===== src/rtl/dssl_pkg.sv =====
`default_nettype none

package dssl_pkg;

	// Angle limits and reset position, whole degrees
	localparam int unsigned ANGLE_W     = 8;
	localparam int unsigned PULSE_W     = 12;
	localparam logic [ANGLE_W-1:0] ANGLE_MAX_DEF = 8'd180;
	localparam logic [ANGLE_W-1:0] ANGLE_HOME    = 8'd90;

	// Pulse mapping: 500 + floor(angle * 100 / 9)
	// 100/9 is folded into one constant: 100 * round(65536 / 9) = 728200,
	// the quotient is the top bits of the product (exact for angles up to 255)
	localparam logic [PULSE_W-1:0] PULSE_BASE  = 12'd500;
	localparam logic [19:0]        PULSE_SCALE = 20'd728200;
	localparam int unsigned        PROD_W      = ANGLE_W + 20;

	typedef logic [ANGLE_W-1:0] angle_t;
	typedef logic [PULSE_W-1:0] pulse_t;

	typedef enum logic [1:0] {
		OP_SET     = 2'd0,
		OP_COMMAND = 2'd1,
		OP_TICK    = 2'd2,
		OP_NOP     = 2'd3
	} op_t;

	function automatic pulse_t angle_to_pulse(input angle_t angle);
		logic [PROD_W-1:0] prod;
		begin
			prod = PROD_W'(angle) * PROD_W'(PULSE_SCALE);
			return PULSE_BASE + prod[PROD_W-1 -: PULSE_W];
		end
	endfunction

	function automatic angle_t clamp_angle(input angle_t raw, input angle_t max_angle);
		return (raw > max_angle) ? max_angle : raw;
	endfunction

	function automatic angle_t distance(input angle_t x, input angle_t y);
		return (x > y) ? (x - y) : (y - x);
	endfunction

endpackage

`default_nettype wire


===== src/rtl/dual_servo_slew_limiter_top.sv =====
// Two-channel servo slew-rate limiter.
//
// Input stream (s_axis): one beat per operation. tuser carries the
// operation (set position, command targets, ramp tick, or a no-op that only
// reports); tdata carries the two requested angles, saturated to ANGLE_MAX.
// Output stream (m_axis): exactly one beat per input beat, in order, giving
// both pulse-width compare values from the updated current angles and a
// moving flag that is set while either channel still has ramp steps left.
//
// A beat taken from s_axis sits in the input register; the state update and the
// pulse mapping (one constant multiply per channel) load the result register
// from it. Throughput is one beat per cycle; the input register advances
// whenever the result register is empty or its beat is being taken in the
// same cycle.
//
// Reset puts both channels at 90 degrees with targets at 90 and no pending
// steps, and empties both registers. When the receiver stalls, the result
// holds, one further beat waits in the input register and s_axis_tready falls.
`default_nettype none

module dual_servo_slew_limiter_top #(
	parameter logic [dssl_pkg::ANGLE_W-1:0] ANGLE_MAX = dssl_pkg::ANGLE_MAX_DEF
) (
	input  wire logic        clk,
	input  wire logic        arst_n,

	input  wire logic        s_axis_tvalid,
	output      logic        s_axis_tready,
	input  wire logic [15:0] s_axis_tdata,   // [7:0] angle_a, [15:8] angle_b
	input  wire logic [1:0]  s_axis_tuser,   // [1:0] operation

	output      logic        m_axis_tvalid,
	input  wire logic        m_axis_tready,
	output      logic [23:0] m_axis_tdata,   // [11:0] pulse_a, [23:12] pulse_b
	output      logic [0:0]  m_axis_tuser    // [0] moving
);

	import dssl_pkg::*;

	// Input register
	logic   valid_s1;
	op_t    op_s1;
	angle_t angle_a_s1;
	angle_t angle_b_s1;

	// Channel state
	angle_t cur_a_q, cur_b_q;
	angle_t tgt_a_q, tgt_b_q;
	angle_t steps_a_q, steps_b_q;

	// Result register
	logic   out_valid_q;
	pulse_t pulse_a_q, pulse_b_q;
	logic   moving_q;

	logic   advance;
	angle_t a_sat, b_sat;
	angle_t cur_a_d, cur_b_d, tgt_a_d, tgt_b_d, steps_a_d, steps_b_d;

	assign advance       = valid_s1 && (!out_valid_q || m_axis_tready);
	assign s_axis_tready = !valid_s1 || advance;

	// Capture the incoming beat
	always_ff @(posedge clk or negedge arst_n) begin
		if (!arst_n) begin
			valid_s1 <= 1'b0;
		end else if (s_axis_tready) begin
			valid_s1 <= s_axis_tvalid;
		end
	end

	always_ff @(posedge clk) begin
		if (s_axis_tready && s_axis_tvalid) begin
			op_s1      <= op_t'(s_axis_tuser);
			angle_a_s1 <= s_axis_tdata[7:0];
			angle_b_s1 <= s_axis_tdata[15:8];
		end
	end

	// Work out the next channel state
	always_comb begin
		a_sat     = clamp_angle(angle_a_s1, ANGLE_MAX);
		b_sat     = clamp_angle(angle_b_s1, ANGLE_MAX);
		cur_a_d   = cur_a_q;
		cur_b_d   = cur_b_q;
		tgt_a_d   = tgt_a_q;
		tgt_b_d   = tgt_b_q;
		steps_a_d = steps_a_q;
		steps_b_d = steps_b_q;
		case (op_s1)
			OP_SET: begin
				cur_a_d   = a_sat;
				cur_b_d   = b_sat;
				steps_a_d = '0;
				steps_b_d = '0;
			end
			OP_COMMAND: begin
				tgt_a_d   = a_sat;
				tgt_b_d   = b_sat;
				steps_a_d = distance(a_sat, cur_a_q);
				steps_b_d = distance(b_sat, cur_b_q);
			end
			OP_TICK: begin
				if (steps_a_q != '0) begin
					if (tgt_a_q > cur_a_q) begin
						cur_a_d = cur_a_q + 1'b1;
					end else if (tgt_a_q < cur_a_q) begin
						cur_a_d = cur_a_q - 1'b1;
					end
					steps_a_d = steps_a_q - 1'b1;
				end
				if (steps_b_q != '0) begin
					if (tgt_b_q > cur_b_q) begin
						cur_b_d = cur_b_q + 1'b1;
					end else if (tgt_b_q < cur_b_q) begin
						cur_b_d = cur_b_q - 1'b1;
					end
					steps_b_d = steps_b_q - 1'b1;
				end
			end
			default: begin
				// no-op: report the present outputs only
			end
		endcase
	end

	// Commit state and load the result beat
	always_ff @(posedge clk or negedge arst_n) begin
		if (!arst_n) begin
			cur_a_q     <= ANGLE_HOME;
			cur_b_q     <= ANGLE_HOME;
			tgt_a_q     <= ANGLE_HOME;
			tgt_b_q     <= ANGLE_HOME;
			steps_a_q   <= '0;
			steps_b_q   <= '0;
			out_valid_q <= 1'b0;
		end else begin
			if (advance) begin
				cur_a_q   <= cur_a_d;
				cur_b_q   <= cur_b_d;
				tgt_a_q   <= tgt_a_d;
				tgt_b_q   <= tgt_b_d;
				steps_a_q <= steps_a_d;
				steps_b_q <= steps_b_d;
			end
			if (advance) begin
				out_valid_q <= 1'b1;
			end else if (m_axis_tready) begin
				out_valid_q <= 1'b0;
			end
		end
	end

	always_ff @(posedge clk) begin
		if (advance) begin
			pulse_a_q <= angle_to_pulse(cur_a_d);
			pulse_b_q <= angle_to_pulse(cur_b_d);
			moving_q  <= (steps_a_d != '0) || (steps_b_d != '0);
		end
	end

	assign m_axis_tvalid = out_valid_q;
	assign m_axis_tdata  = {pulse_b_q, pulse_a_q};
	assign m_axis_tuser  = moving_q;

	// Moving flag follows the committed step counts
	assert property (@(posedge clk) disable iff (!arst_n)
		advance |=> (m_axis_tuser[0] == ((steps_a_q != '0) || (steps_b_q != '0))))
		else $error("moving flag disagrees with step counts");

	// Current angles stay within range
	assert property (@(posedge clk) disable iff (!arst_n)
		(cur_a_q <= ANGLE_MAX) && (cur_b_q <= ANGLE_MAX))
		else $error("current angle above limit");

	// Nonzero pending steps match the remaining distance to target
	assert property (@(posedge clk) disable iff (!arst_n)
		((steps_a_q == '0) || (steps_a_q == distance(tgt_a_q, cur_a_q))) &&
		((steps_b_q == '0) || (steps_b_q == distance(tgt_b_q, cur_b_q))))
		else $error("step count does not match distance to target");

endmodule

`default_nettype wire

===== config.mk =====
export PLATFORM = sky130hd
export DESIGN_NAME = dual_servo_slew_limiter_top
export DESIGN_NICKNAME = d
export VERILOG_FILES = /design/src/rtl/dssl_pkg.sv /design/src/rtl/dual_servo_slew_limiter_top.sv
export SDC_FILE = /design/constraint.sdc
export NUM_CORES = 1
export LEC_CHECK = 0
export BUFFER_PORTS_ARGS = -buffer_cell sky130_fd_sc_hd__buf_2
export CORE_ASPECT_RATIO = 0.75
export CORE_MARGIN = 2
export CORE_UTILIZATION = 45
export CTS_BUF_LIST = sky130_fd_sc_hd__clkbuf_4 sky130_fd_sc_hd__clkbuf_8 sky130_fd_sc_hd__clkbuf_16
export CTS_CLUSTER_DIAMETER = 30
export DETAILED_ROUTE_END_ITERATION = 8
export PLACE_DENSITY = 0.61
export SLEW_MARGIN = 20
export SYNTH_ARGS = -nofsm -noshare
export SYNTH_HDL_FRONTEND = slang
export SYNTH_SLANG_ARGS = --single-unit

===== constraint.sdc =====
create_clock -name clk -period 8.8 [get_ports clk]
set_clock_uncertainty 0.2 [all_clocks]
set_input_delay 0.44 -clock clk [delete_from_list [all_inputs] [get_ports clk]]
set_output_delay 0.44 -clock clk [all_outputs]
set_load 0.01 [all_outputs]

==> impl_metrics.json, run 1 <==
{
  "status": "complete, but fails checks",
  "violations": "negative hold slack",
  "gp_congestion": 0.921,
  "fin_crit_sh_pct": 94.2,
  "port_buffers": 48,
  "via_count": 8794,
  "ant_nets": 0,
  "synth-main-ff-cell": "edfxtp_1",
  "layout.nets": 1484,
  "grt_max_degree": 51,
  "setup_viol_count_final": 0,
  "clk_path_buf_depth": 2,
  "hold_buffers": 0,
  "seq_area_um2": 2560,
  "htreeDepth": 3,
  "critPathMaxStageDelay_ps": 610,
  "netlist_area_um2": 10600,
  "viasPerCell": 5.64,
  "coreArea_um2": 23100,
  "hpwl_um": 21400,
  "worstPathRequired_ps": 8710,
  "root_buffer": "clkbuf_16",
  "dr.pass1.iters": 5,
  "grt_pass1_wl_um": 45400,
  "post-place-ws_ps": 222,
  "die_area_um2": 24900,
  "synth_edf_count": 43,
  "layout-drive-gt1-share_pct": 12.6,
  "path_clk_slew_ps": 80,
  "path_buf_inv": 4,
  "yosysTopAreaCell": "ha_1",
  "cts_buffers": 9,
  "critical_path_class": "reg2reg",
  "routedWlPerCell_um": 17.6,
  "slew_headroom_pct": 31.9,
  "ys_warn_count": 0,
  "synth.most_common_cell": "ha_1",
  "critPathTopFamily": "adder cells",
  "yosysTopAreaCellShare_pct": 19.6,
  "synth_commonest_cells": "ha_1, inv_1, nand2_1, o21ai_0, a21oi_1",
  "ys_seq_area_share_pct": 24.1,
  "period_needed_ps": 8290,
  "crit_fanout": 8,
  "start_kind": "flop",
  "hold_path_class": "in2async",
  "yosys_register_bits": 93,
  "setup_slack_ps": 509,
  "worst_pin_slew_ps": 1020,
  "die_y_um": 137,
  "syn_nets": 1428,
  "critical_path_depth": 32,
  "hold_viol_final": 10,
  "drt-initial-drc-count": 620,
  "syn_area_per_cell_um2": 8.88,
  "synth.area.top_cells": "ha_1, edfxtp_1, fa_1, dfrtp_1, inv_1",
  "dieWidth_um": 181,
  "final.setup.tns_ps": 0,
  "max_clock_freq_ghz": 0.121,
  "num_rows": 48,
  "cpMostUsedCell": "fa_1",
  "drc": 0,
  "drv_cap": 0,
  "insertion_delay_ps": 370,
  "whs_ps": -4.53,
  "syn_inst": 1196,
  "antenna_found_initial": 4,
  "grt_remaining_overflow": 0,
  "fill_cells": 2230,
  "crit_slowest_cell": "dfstp_2",
  "cts_tree": "built",
  "cp_data_arrival_time_ps": 8200,
  "cts.sinks": 93,
  "io_pins": 49,
  "grt_pass1_vias": 8387,
  "synth_cell_type_count": 91,
  "end_kind": "flop",
  "ys_async_sr_fraction_pct": 53.8,
  "multiInputGateArea_um2": 7420,
  "routed_wl_um": 27400,
  "finalMaxSlewViolations": 0,
  "grt_usage_pct": 23.1,
  "area_delta_synth_final_pct": 10.1,
  "reg2regPathDepth": 32,
  "start_util_pct": 46.1
}
-- placed cells by master, fill, tap and decap left out, drive strengths merged, types with 8 or more instances in the layout --
cell      n
a21o     28
a21oi    67
a221oi    8
a22oi     9
a31oi    11
and3      8
buf      81
clkbuf   10
dfrtp    34
dfstp    16
edfxtp   43
fa       44
ha      166
inv     143
mux2     12
mux2i    23
nand2   113
nand2b    9
nand3    24
nand4    13
nor2     64
nor2b    12
nor3     25
nor4     11
o21a      9
o21ai    94
o31ai    10
or2       9
or3       9
xnor2    32
xor2     13
-- worst reg2reg max path, delay by kind of cell, from the launching register on --
family / cells / cell delay, ps
flip-flops: 1 / 610
XOR/XNOR: 1 / 150
AND/OR/NAND/NOR: 8 / 1430
adder cells (fa/ha/maj): 6 / 2520
multiplexers: 1 / 190
buffers and inverters: 4 / 470
AO/OA/AOI/OAI: 12 / 2470
-- timing repair --
action,CTS,global route
resized for setup,0,14
endpoints found under the hold margin,0,0
endpoints found under the setup margin,0,4
setup buffers,0,10
-- per-layer routing --
layer / wire [µm] / global-route usage, %
met5: 18 / 0
met4: 246 / 4.29
met3: 1270 / 4.60
met2: 11300 / 34.3
met1: 14600 / 34.9
-- registers in the layout, summed over array words and instances (netlist names) --
register and count:
angle_a_s1 8, angle_b_s1 8, cur_a_q 8, cur_b_q 8, m_axis_tuser 1, m_axis_tvalid 1, op_s1 2, pulse_a_q 12
pulse_b_q 12, steps_a_q 8, steps_b_q 8, tgt_a_q 8, tgt_b_q 8, valid_s1 1
-- final timing paths --
path,startpoint,to,slack [ps]
setup / recovery,cur_a_q[3],pulse_a_q[11],510
hold / removal,arst_n,steps_a_q[3],-5
setup reg to reg,cur_a_q[3],pulse_a_q[11],510
hold reg to reg,tgt_b_q[0],tgt_b_q[0],290
max in group asynchronous,arst_n,cur_b_q[0],7940
min in group clk,s_axis_tdata[0],angle_a_s1[0],40
-- cell type report --
| class | instances | share of cell area, % |
|---|---|---|
| Multi-Input combinational cell | 923 | 63.4 |
| Tap cell | 300 | 3.21 |
| Clock buffer | 10 | 1.99 |
| Clock inverter | 6 | 0.610 |
| Antenna cell | 2 | 0.0428 |
| Timing Repair Buffer | 81 | 4.17 |
| Inverter | 144 | 4.62 |
| Sequential cell | 93 | 21.9 |
-- cell families (layout without fill, tap and decap cells) --
logic type	Yosys count	count (layout)	synth area share, %
mux	35	35	3.44
xor+xnor	45	45	3.71
buf+inv	180	241	6.50
compound gates	305	305	18.9
simple gates	328	328	15.5
other cells	0	2	0
flops	93	93	24.1
fa+ha+maj	210	210	27.9
-- through the flow --
| stage | cells | hold slack (ps) | area (µm²) | utilization [%] |
|---|---|---|---|---|
| 2_1_floorplan | 1196 | -55.6 | 10600 | - |
| 6_report | 1559 | -4.53 | 11700 | 50.7 |
| 3_3_place_gp | 1531 | 264 | 11300 | 48.8 |
| 4_1_cts | 1547 | 17.5 | 11600 | 50.1 |
| 5_1_grt | 1557 | 25.4 | 11700 | 50.7 |
| 3_5_place_dp | 1531 | 273 | 11300 | 48.8 |
Power of run 1 is not shown: default switching activity piles up to over one toggle a cycle in this logic, so the estimate is an artifact.
==> inputs of run 2 (changes only) <==
--- a/config.mk
+++ b/config.mk
@@ -5,14 +5,16 @@
 export SDC_FILE = /design/constraint.sdc
 export NUM_CORES = 1
 export LEC_CHECK = 0
-export BUFFER_PORTS_ARGS = -buffer_cell sky130_fd_sc_hd__buf_2
 export CORE_ASPECT_RATIO = 0.75
 export CORE_MARGIN = 2
 export CORE_UTILIZATION = 45
 export CTS_BUF_LIST = sky130_fd_sc_hd__clkbuf_4 sky130_fd_sc_hd__clkbuf_8 sky130_fd_sc_hd__clkbuf_16
 export CTS_CLUSTER_DIAMETER = 30
+export CTS_CLUSTER_SIZE = 12
 export DETAILED_ROUTE_END_ITERATION = 8
-export PLACE_DENSITY = 0.61
+export DONT_BUFFER_PORTS = 1
+export PLACE_DENSITY = 0.59
+export RECOVER_POWER = 50
 export SLEW_MARGIN = 20
 export SYNTH_ARGS = -nofsm -noshare
 export SYNTH_HDL_FRONTEND = slang
==> run 2 against run 1 <==
Against the previous run: the flow finishes with violations (max-capacitance violations, max-slew violations); utilization decreased by 0.33 points; highest routed layer is now met4; sequential cell count is the same; critical path depth unchanged; final area decreased by 0.64%; first-iteration DRC count shrank 13%; die area unchanged.
==> impl_metrics.json, run 2 (synthesis gave the netlist of run 1 again) <==
{
  "path_clk_slew_ps": 70,
  "min_from": "m_axis_tready",
  "grt_usage_pct": 23.3,
  "status": "complete, but fails checks",
  "dr.pass1.iters": 5,
  "worst_pin_slew_ps": 2930,
  "drv_cap": 1,
  "setup_slack_ps": 550,
  "finalMaxSlewViolations": 51,
  "post-place-ws_ps": 175,
  "gp_congestion": 0.883,
  "port_buffers": 0,
  "critical_path_class": "reg2reg",
  "drc": 0,
  "final_util_pct": 50.4,
  "crit_fanout": 8,
  "via_count": 8677,
  "end_kind": "flop",
  "clk_path_buf_depth": 2,
  "hold_path_class": "in2reg",
  "regToRegSetupSlack_ps": 550,
  "max_clock_freq_ghz": 0.121,
  "crit_slowest_cell": "dfstp_2",
  "fin_crit_sh_pct": 93.7,
  "antenna_found_initial": 1,
  "setup_viol_count_final": 0,
  "worstPathRequired_ps": 8730,
  "insertion_delay_ps": 370,
  "routedWlPerCell_um": 18.3,
  "grt_remaining_overflow": 0,
  "grt_pass1_vias": 8398,
  "slew_headroom_pct": -95.6,
  "reg2regPathDepth": 32,
  "grt_pass1_wl_um": 45300,
  "dieWidth_um": 181,
  "cts.sinks": 93,
  "reg_top3": "pulse_a_q: 12 flops, pulse_b_q: 12 flops",
  "coreArea_um2": 23100,
  "whs_ps": 63.8,
  "cts_buffers": 9,
  "viasPerCell": 5.69,
  "final.setup.tns_ps": 0,
  "layout.nets": 1452,
  "start_kind": "flop",
  "drt-initial-drc-count": 542,
  "htreeDepth": 3,
  "r2r_end": "pulse_a_q[11]",
  "die_area_um2": 24900,
  "num_rows": 48,
  "critPathMaxStageDelay_ps": 600,
  "layout_common_cells": "ha_1, inv_1, nand2_1, o21ai_0, a21oi_1",
  "ant_nets": 0,
  "violations": "max-capacitance violations, max-slew violations",
  "layout-drive-gt1-share_pct": 8.90,
  "final_common_cell": "ha_1",
  "cts_tree": "built",
  "die_y_um": 137,
  "whs_path_depth": 2,
  "area_delta_synth_final_pct": 9.41,
  "cpMostUsedCell": "fa_1",
  "whs_endpoint": "m_axis_tvalid",
  "cp_data_arrival_time_ps": 8180,
  "grt_max_degree": 51,
  "hpwl_um": 21300,
  "io_pins": 49,
  "rr_startpoint": "cur_a_q[3]",
  "start_util_pct": 46.1,
  "hold_viol_final": 0,
  "root_buffer": "clkbuf_16",
  "period_needed_ps": 8250,
  "routed_wl_um": 27900
}
==> run 2: cell types whose count changed in the layout (fill, tap and decap cells not counted), moves of 2 or more <==
cell	change
clkinvlp_4	-2
buf_4	-6
clkbuf_1	+2
dlygate4sd3_1	+20
buf_2	-48
==> run 2: repair_timing <==
action,CTS,global route
hold buffers,21,0
resized for setup,0,15
setup buffers,0,8
setup endpoints to repair,0,5
hold endpoints to repair,69,0
==> run 2: worst max-delay path: cells and delay by family (launching register included) <==
family                     cells  cell delay [ps]
adders and majority gates      6             2510
xor gates and xnor gates       1              150
muxes                          1              200
DFF                            1              600
and+or+nand+nor                8             1420
buffers and inverters          4              430
AOI/OAI and AO/OA             12             2460
==> run 2: worst max-delay path by stage <==
stage	start	endpoint	slack [ps]	cells past startpoint
floorplan	cur_a_q[1]	pulse_a_q[11]	240	30
global placement	cur_b_q[1]	pulse_b_q[10]	180	29
detailed placement	cur_b_q[1]	pulse_b_q[10]	170	29
CTS	cur_b_q[1]	pulse_b_q[10]	130	29
global route	cur_a_q[1]	pulse_a_q[11]	-40	31
finish	cur_a_q[3]	pulse_a_q[11]	550	32
==> run 2: area by class of cell <==
cell class | instances | area, µm²
Inverter | 144 | 541
Timing Repair Buffer | 49 | 410
Tap cell | 300 | 375
Sequential cell | 93 | 2560
Clock inverter | 6 | 70.1
Clock buffer | 10 | 233
Antenna cell | 1 | 2.50
Fill cell | 2235 | 11400
Multi-Input combinational cell | 923 | 7430
==> run 2: routing by layer <==
metal	vias to the layer above	track usage [%]	routed length, µm
met5	-	0	0
met4	0	4.97	422
met3	34	5.56	1710
met2	217	33.3	11000
met1	4097	35.3	14700
li1	4329	-	-
==> run 2: metrics by stage <==
step,std cells,cell area [µm²]
6_report,1526,11600
5_1_grt,1525,11600
4_1_cts,1517,11500
3_5_place_dp,1480,11000
3_3_place_gp,1480,11000
2_1_floorplan,1196,10600
Power of run 2 is left out for the same reason.
